<file path="src/rtl/rcsfd_pkg.sv">
// Shared types, constants and scale table for the serial RC frame decoder.
package rcsfd_pkg;

  localparam int FRAME_LEN = 25;
  localparam int NUM_CH    = 16;
  localparam int SCALED_CH = 9;
  localparam int RAW_W     = 11;
  localparam int MAG_W     = 19;
  localparam int SCL_W     = 9;
  localparam int REC_W     = 20;
  localparam int REC_SHIFT = 30;
  localparam int CH_BITS   = NUM_CH * RAW_W;
  localparam int TDATA_W   = 32;

  localparam logic [7:0] HEADER_BYTE = 8'h0F;
  localparam logic [7:0] FOOTER_BYTE = 8'h00;
  localparam int LOST_BIT     = 2;
  localparam int FAILSAFE_BIT = 3;

  localparam logic [4:0] POS_CH_LAST = 5'd22;
  localparam logic [4:0] POS_FLAGS   = 5'd23;
  localparam logic [4:0] POS_LAST    = 5'(FRAME_LEN - 1);
  localparam logic [4:0] POS_DONE    = 5'(FRAME_LEN);
  localparam logic [3:0] CH_LAST     = 4'(NUM_CH - 1);
  localparam logic [3:0] CH_SCL_LAST = 4'(SCALED_CH - 1);

  typedef enum logic [2:0] {
    ST_IDLE,
    ST_MUL,
    ST_DIV,
    ST_OUT,
    ST_BAD
  } state_t;

  typedef enum logic [1:0] {
    SEL_NONE,
    SEL_HEADER,
    SEL_CHAN,
    SEL_FLAGS
  } store_sel_t;

  typedef struct packed {
    store_sel_t store_sel;
    logic       mul_en;
    logic       div_step;
    logic       load_out;
    logic       load_bad;
    logic [3:0] ch;
  } cmd_t;

  typedef struct packed {
    logic hdr_ok;
    logic ftr_ok;
    logic out_free;
  } sts_t;

  // recip = ceil(2^REC_SHIFT / (in_hi - in_lo)), exact floor for every product
  typedef struct packed {
    logic [10:0]       in_lo;
    logic [7:0]        out_span;
    logic signed [8:0] out_lo;
    logic [REC_W-1:0]  recip;
  } scale_t;

  function automatic scale_t scale_lookup(logic [3:0] ch);
    scale_t s;
    s = '0;
    case (ch)
      4'd0:    s = '{11'd314, 8'd40,  -9'sd20,  20'd780336};
      4'd1:    s = '{11'd306, 8'd200, -9'sd100, 20'd774147};
      4'd2:    s = '{11'd306, 8'd230, -9'sd115, 20'd774147};
      4'd3:    s = '{11'd302, 8'd200, -9'sd100, 20'd771367};
      4'd4:    s = '{11'd306, 8'd100, 9'sd0,    20'd773590};
      4'd5:    s = '{11'd306, 8'd100, -9'sd50,  20'd773590};
      4'd6:    s = '{11'd306, 8'd100, 9'sd0,    20'd773590};
      4'd7:    s = '{11'd306, 8'd100, 9'sd0,    20'd773590};
      4'd8:    s = '{11'd292, 8'd100, 9'sd0,    20'd766959};
      default: s = '{11'd0,   8'd0,   9'sd0,    20'd0};
    endcase
    return s;
  endfunction

endpackage

</file>
<file path="src/rtl/rcsfd_ctrl.sv">
// Controller: byte position tracking, frame check and per-channel sequencing.
module rcsfd_ctrl (
  input  logic          clk,
  input  logic          rst,
  input  logic          in_valid,
  input  logic          in_start,
  output logic          in_ready,
  input  rcsfd_pkg::sts_t sts,
  output rcsfd_pkg::cmd_t cmd
);
  import rcsfd_pkg::*;

  state_t     state, state_next;
  logic [4:0] pos, pos_next;
  logic [3:0] ch, ch_next;
  logic [4:0] eff_pos;
  logic       accept;

  assign eff_pos = in_start ? 5'd0 : pos;
  assign accept  = in_valid && (state == ST_IDLE);

  always_ff @(posedge clk) begin
    if (rst) begin
      state <= ST_IDLE;
      pos   <= '0;
      ch    <= '0;
    end else begin
      state <= state_next;
      pos   <= pos_next;
      ch    <= ch_next;
    end
  end

  always_comb begin
    state_next = state;
    pos_next   = pos;
    ch_next    = ch;
    unique case (state)
      ST_IDLE: begin
        if (accept) begin
          if (eff_pos < POS_DONE) begin
            pos_next = eff_pos + 5'd1;
            if (eff_pos == POS_LAST) begin
              ch_next    = '0;
              state_next = (sts.hdr_ok && sts.ftr_ok) ? ST_MUL : ST_BAD;
            end
          end else begin
            pos_next = eff_pos;
          end
        end
      end
      ST_MUL: begin
        state_next = ST_DIV;
      end
      ST_DIV: begin
        state_next = ST_OUT;
      end
      ST_OUT: begin
        if (sts.out_free) begin
          if (ch == CH_LAST) begin
            state_next = ST_IDLE;
          end else begin
            ch_next    = ch + 4'd1;
            state_next = (ch < CH_SCL_LAST) ? ST_MUL : ST_OUT;
          end
        end
      end
      ST_BAD: begin
        if (sts.out_free) state_next = ST_IDLE;
      end
      default: state_next = ST_IDLE;
    endcase
  end

  always_comb begin
    cmd           = '0;
    cmd.store_sel = SEL_NONE;
    cmd.ch        = ch;
    in_ready      = 1'b0;
    unique case (state)
      ST_IDLE: begin
        in_ready = 1'b1;
        if (accept) begin
          if (eff_pos == 5'd0)              cmd.store_sel = SEL_HEADER;
          else if (eff_pos <= POS_CH_LAST)  cmd.store_sel = SEL_CHAN;
          else if (eff_pos == POS_FLAGS)    cmd.store_sel = SEL_FLAGS;
        end
      end
      ST_MUL:  cmd.mul_en   = 1'b1;
      ST_DIV:  cmd.div_step = 1'b1;
      ST_OUT:  cmd.load_out = sts.out_free;
      ST_BAD:  cmd.load_bad = sts.out_free;
      default: cmd = '0;
    endcase
  end

endmodule

</file>
<file path="src/rtl/rcsfd_dpath.sv">
// Datapath: frame bytes, channel unpacking, reciprocal scaling and output register.
module rcsfd_dpath (
  input  logic                      clk,
  input  logic                      rst,
  input  logic [7:0]                in_byte,
  input  rcsfd_pkg::cmd_t           cmd,
  output rcsfd_pkg::sts_t           sts,
  input  logic                      out_ready,
  output logic                      out_valid,
  output logic [rcsfd_pkg::TDATA_W-1:0] out_data,
  output logic                      out_last
);
  import rcsfd_pkg::*;

  logic [7:0]         header;
  logic [7:0]         flags;
  logic [CH_BITS-1:0] chan_sr;
  logic               neg;
  logic [MAG_W-1:0]   mag;
  logic [SCL_W-1:0]   quo;

  logic [3:0]         o_ch;
  logic [RAW_W-1:0]   o_raw;
  logic [SCL_W-1:0]   o_scaled;
  logic               o_lost, o_fs, o_ok;

  scale_t                 sp;
  logic [RAW_W-1:0]       raw;
  logic signed [11:0]     diff;
  logic [RAW_W-1:0]       diff_mag;
  logic [MAG_W-1:0]       prod;
  logic [MAG_W+REC_W-1:0] qprod;
  logic signed [9:0]      q_s;
  logic signed [9:0]      sum;

  assign sp       = scale_lookup(cmd.ch);
  assign raw      = chan_sr[RAW_W-1:0];
  assign diff     = $signed({1'b0, raw}) - $signed({1'b0, sp.in_lo});
  assign diff_mag = diff[11] ? RAW_W'(-diff) : diff[RAW_W-1:0];
  assign prod     = MAG_W'({8'd0, diff_mag} * {11'd0, sp.out_span});
  assign qprod    = {{REC_W{1'b0}}, mag} * {{MAG_W{1'b0}}, sp.recip};
  assign q_s      = neg ? -$signed({1'b0, quo}) : $signed({1'b0, quo});
  assign sum      = q_s + 10'(sp.out_lo);

  assign sts.hdr_ok   = (header == HEADER_BYTE);
  assign sts.ftr_ok   = (in_byte == FOOTER_BYTE);
  assign sts.out_free = !out_valid || out_ready;

  always_ff @(posedge clk) begin
    unique case (cmd.store_sel)
      SEL_HEADER: header  <= in_byte;
      SEL_CHAN:   chan_sr <= {in_byte, chan_sr[CH_BITS-1:8]};
      SEL_FLAGS:  flags   <= in_byte;
      SEL_NONE:   ;
      default:    ;
    endcase
    if (cmd.load_out) chan_sr <= {{RAW_W{1'b0}}, chan_sr[CH_BITS-1:RAW_W]};
    if (cmd.mul_en) begin
      neg <= diff[11];
      mag <= prod;
    end else if (cmd.div_step) begin
      quo <= qprod[REC_SHIFT +: SCL_W];
    end
    if (cmd.load_out) begin
      o_ch     <= cmd.ch;
      o_raw    <= raw;
      o_scaled <= (cmd.ch <= CH_SCL_LAST) ? sum[SCL_W-1:0] : '0;
      o_lost   <= flags[LOST_BIT];
      o_fs     <= flags[FAILSAFE_BIT];
      o_ok     <= 1'b1;
      out_last <= (cmd.ch == CH_LAST);
    end else if (cmd.load_bad) begin
      o_ch     <= '0;
      o_raw    <= '0;
      o_scaled <= '0;
      o_lost   <= 1'b0;
      o_fs     <= 1'b0;
      o_ok     <= 1'b0;
      out_last <= 1'b1;
    end
  end

  always_ff @(posedge clk) begin
    if (rst) begin
      out_valid <= 1'b0;
    end else if (cmd.load_out || cmd.load_bad) begin
      out_valid <= 1'b1;
    end else if (out_ready) begin
      out_valid <= 1'b0;
    end
  end

  assign out_data = {5'd0, o_ok, o_fs, o_lost, o_scaled, o_raw, o_ch};

endmodule

</file>
<file path="src/rtl/rc_serial_frame_decoder_unit.sv">
// Top level of the serial RC frame decoder.
// Input stream: one frame byte per word, tuser marks byte 0 of a frame.
// Bytes 0..23 are stored; on byte 24 header (0x0F) and footer (0x00) are checked.
// A bad frame yields one output word with frame_ok 0 and tlast set.
// A good frame yields 16 words, channel 0..15 in order, tlast on channel 15,
// each with the 11-bit raw value, scaled value and the two flags of byte 23.
// Bytes after byte 24 without a start marker are dropped.
// Sequencing: channels 0..8 each pass through multiply, reciprocal multiply
// and output load; channels 9..15 go straight to output load, and a bad
// frame goes through a single bad-word load.
// s_axis_tready is low while a frame is being emitted; results sit in an
// output register, so the last word of a frame may still wait while the
// next bytes are taken. A stalled m_axis_tready holds the word and the
// sequencing behind it. Synchronous reset clears byte position, sequencer
// and output valid; the stored frame bytes are not cleared.
module rc_serial_frame_decoder_unit (
  input  logic        clk,
  input  logic        rst,
  input  logic        s_axis_tvalid,
  output logic        s_axis_tready,
  input  logic [7:0]  s_axis_tdata,   // [7:0] frame_byte
  input  logic        s_axis_tuser,   // [0] frame_start
  output logic        m_axis_tvalid,
  input  logic        m_axis_tready,
  output logic [31:0] m_axis_tdata,   // [3:0] channel_index, [14:4] raw_value,
                                      // [23:15] scaled_value, [24] lost_frame,
                                      // [25] failsafe, [26] frame_ok, [31:27] zero
  output logic        m_axis_tlast    // last
);
  import rcsfd_pkg::*;

  cmd_t cmd;
  sts_t sts;

  rcsfd_ctrl u_ctrl (
    .clk      (clk),
    .rst      (rst),
    .in_valid (s_axis_tvalid),
    .in_start (s_axis_tuser),
    .in_ready (s_axis_tready),
    .sts      (sts),
    .cmd      (cmd)
  );

  rcsfd_dpath u_dpath (
    .clk       (clk),
    .rst       (rst),
    .in_byte   (s_axis_tdata),
    .cmd       (cmd),
    .sts       (sts),
    .out_ready (m_axis_tready),
    .out_valid (m_axis_tvalid),
    .out_data  (m_axis_tdata),
    .out_last  (m_axis_tlast)
  );

endmodule

</file>
<file path="config.mk">
export PLATFORM = sky130hd
export DESIGN_NAME = rc_serial_frame_decoder_unit
export DESIGN_NICKNAME = d
export VERILOG_FILES = /design/src/rtl/rcsfd_pkg.sv /design/src/rtl/rcsfd_ctrl.sv /design/src/rtl/rcsfd_dpath.sv /design/src/rtl/rc_serial_frame_decoder_unit.sv
export SDC_FILE = /design/constraint.sdc
export NUM_CORES = 1
export LEC_CHECK = 0
export BUFFER_PORTS_ARGS = -buffer_cell sky130_fd_sc_hd__clkbuf_2
export CORE_MARGIN = 2
export CORE_UTILIZATION = 27
export CTS_CLUSTER_DIAMETER = 200
export DETAILED_ROUTE_END_ITERATION = 10
export PLACE_DENSITY = 0.38
export SLEW_MARGIN = 20
export SYNTH_ARGS = -nofsm -noshare
export SYNTH_HDL_FRONTEND = slang
export SYNTH_HIERARCHICAL = 1
export SYNTH_SLANG_ARGS = --single-unit
export TNS_END_PERCENT = 10
</file>
<file path="constraint.sdc">
create_clock -name clk -period 14 [get_ports clk]
set_clock_uncertainty 0.15 [all_clocks]
set_input_delay 2.1 -clock clk [delete_from_list [all_inputs] [get_ports clk]]
set_output_delay 2.1 -clock clk [all_outputs]
set_load 0.1 [all_outputs]
</file>
==> metrics.txt <==
vias per inst 4.36; Post-CTS Setup Repair Bufs 0; Post-synth EDFFs 230; Worst Tran Pin Value 1.29 ns; Std-Cell Rows 109; Worst Setup Slack, final 3.85 ns; worst-path maximum fanout 40; min-delay worst type flip-flop to flip-flop; DP Worst Slack 3.80 ns; top post-synthesis cells by area edfxtp_1 (29%), fa_1 (25%), ha_1 (11%); nets 2739; Synth top area share 28.7%; clk buf depth 3; global placer's final weighted congestion 0.859; Synth area leader edfxtp_1; Die Height 303 µm; Initial Utilization 27.3%; Post-CTS Resized 0; Max Clk Rate 0.0985 GHz; total iterations of the first detailed-routing run 5; status completed; worst-skew pair later-pin latency 0.59 ns; setup TNS 0 ns; initial antenna violation count 0; Critical Path Source Type flip-flop; critical path data arrival time 10.24 ns; DP HPWL 48300 µm; synth unique cells 69; CTS tree built; Critical Path End Type flip-flop; minimum clock period 10.15 ns; Synth Cell Area 24100 µm²; highest cell delay on the worst timing path 0.87 ns; Via Count 14800; max_cap viols 0; Slew HR 14.2%; largest net degree at the start of global routing 190; cells after synthesis 2191; core footprint 88400 µm²; kind of critical path flip-flop to flip-flop; Area Growth Syn to Fin 10.7%; antenna viol nets, final 0; most common cell type on the critical path fa_1; synthesis-stage register bit count 255; Die Wd 303 µm; mean post-synth cell area 11.0 µm²; main flop type after synthesis edfxtp_1; Min Hold Slack 0.319 ns; drc violations 0; first-pass GRT wire length 95900 µm; Crit-path slowest cell a2111oi_0; diodes inserted 0; Initial DRC Count 738; fin crit share 72.5%; RSZ-0062 raised after global routing false; ys async rst share 0%; total grt overflow 0; Final Setup Violations 0; Port Buffer Count 42; share of cells above drive strength 1 13.4%; Total GRT Usage 13.4%; die area 91700 µm²; CTS buffer count 29; DR WL/cell 17.6 µm; YS warnings 6; count of final hold-check violations 0; H-tree levels 1; # IOs 48; aggregate routed wire length 59900 µm; Slew Limit Fails 0; hold_buf cts 0; top cells by count, synth inv_1 (463), fa_1 (306), edfxtp_1 (230); clock sink total 255; count leader, synth inv_1; vias in the first global route 16600; Critical Path RT 14.09 ns; root buf cell clkbuf_16; Worst-path clk slew 0.07 ns; sequential share of the synthesized area 30.7%
## state kept, by name, indices dropped and copies added, names as in the netlist
register / cells
u_dpath/chan_sr: 176
u_dpath/out_valid: 1
u_dpath/o_fs: 1
u_dpath/mag: 18
u_dpath/o_raw: 11
u_ctrl/pos: 5
u_dpath/header: 8
u_dpath/o_lost: 1
u_dpath/o_scaled: 9
u_ctrl/ch: 4
u_dpath/o_ok: 1
u_dpath/quo: 9
u_dpath/o_ch: 4
u_dpath/flags: 2
u_dpath/neg: 1
u_dpath/out_last: 1
u_ctrl/state: 3
## metrics by stage
| step | std cells | instance area, µm² | utilization (%) |
|---|---|---|---|
| after floorplan | 2195 | 24100 | - |
| final | 3400 | 26700 | 30.2 |
| after global placement | 3346 | 25600 | 29.0 |
| after CTS | 3400 | 26700 | 30.2 |
| after global routing | 3400 | 26700 | 30.2 |
| after detailed placement | 3346 | 25600 | 29.0 |
## critical path: cells and delay by family, from the launching register on
| kind | cells | cell delay [ns] |
|---|---|---|
| adders and majority gates | 8 | 3.57 |
| and+or+nand+nor | 7 | 2.47 |
| AOI/OAI and AO/OA | 7 | 2.07 |
| buffers and inverters | 6 | 0.89 |
| DFF | 1 | 0.63 |
## cell usage in the layout, fill, tap and decap left out, types with 5 or more instances in the layout
cell type / netlist / layout
a21oi_1: 55 / 55
clkbuf_16: 0 / 29
conb_1: 1 / 5
nor4_1: 6 / 5
ha_1: 208 / 208
and3_1: 10 / 10
nand3_1: 24 / 24
or4_1: 5 / 5
clkinv_1: 0 / 7
dfxtp_1: 25 / 25
o21ai_0: 33 / 33
nor2_1: 127 / 126
a31oi_1: 12 / 12
mux2_2: 167 / 167
xor2_1: 12 / 12
nand2b_1: 17 / 16
bufinv_16: 0 / 6
or3_1: 5 / 5
edfxtp_1: 230 / 230
a21o_1: 15 / 15
nor3_1: 15 / 15
o31ai_1: 7 / 7
o21bai_1: 8 / 8
fa_1: 306 / 306
nand2_1: 151 / 151
and2_1: 82 / 81
nor2b_1: 18 / 17
xnor2_1: 33 / 33
buf_4: 11 / 16
inv_1: 463 / 463
clkbuf_2: 0 / 42
## worst paths after layout
kind	slack [ns]	to	depth (start not counted)	start
min	0.32	u_dpath/chan_sr[170]	2	u_dpath/chan_sr[170]
min reg2reg	0.32	u_dpath/chan_sr[170]	2	u_dpath/chan_sr[170]
max reg2reg	3.85	u_dpath/quo[0]	28	u_ctrl/state[0]
max	3.85	u_dpath/quo[0]	28	u_ctrl/state[0]
## final cells by class
type	instances	area (µm²)
Inverter	463	1740
Clock inverter	22	283
Sequential cell	255	7410
Multi-Input combinational cell	1404	14700
Clock buffer	32	757
Tap cell	1165	1460
Fill cell	9199	61700
Timing Repair Buffer	59	350
## metal layers
layer / vias up / routed length, µm / global-route usage [%]
li1: 7107 / - / -
met1: 7464 / 28200 / 18.3
met2: 203 / 28500 / 22.7
met3: 55 / 2170 / 1.87
met4: 0 / 1080 / 2.89
met5: - / 0 / 0
## kinds of logic (layout without fill, tap and decap cells)
logic type	after synthesis	count (layout)	synth area share [%]
other cells	1	5	0.0156
fa+ha+maj	514	514	36.2
mux	170	170	7.93
buf+inv	536	576	8.53
simple gates	498	498	10.2
compound gates	170	170	4.57
flops	255	255	30.7
xor+xnor	47	47	1.77
Power is left out: the tool's default activity adds up to more than one toggle a clock period on the data nets, which glitch-free logic cannot reach.
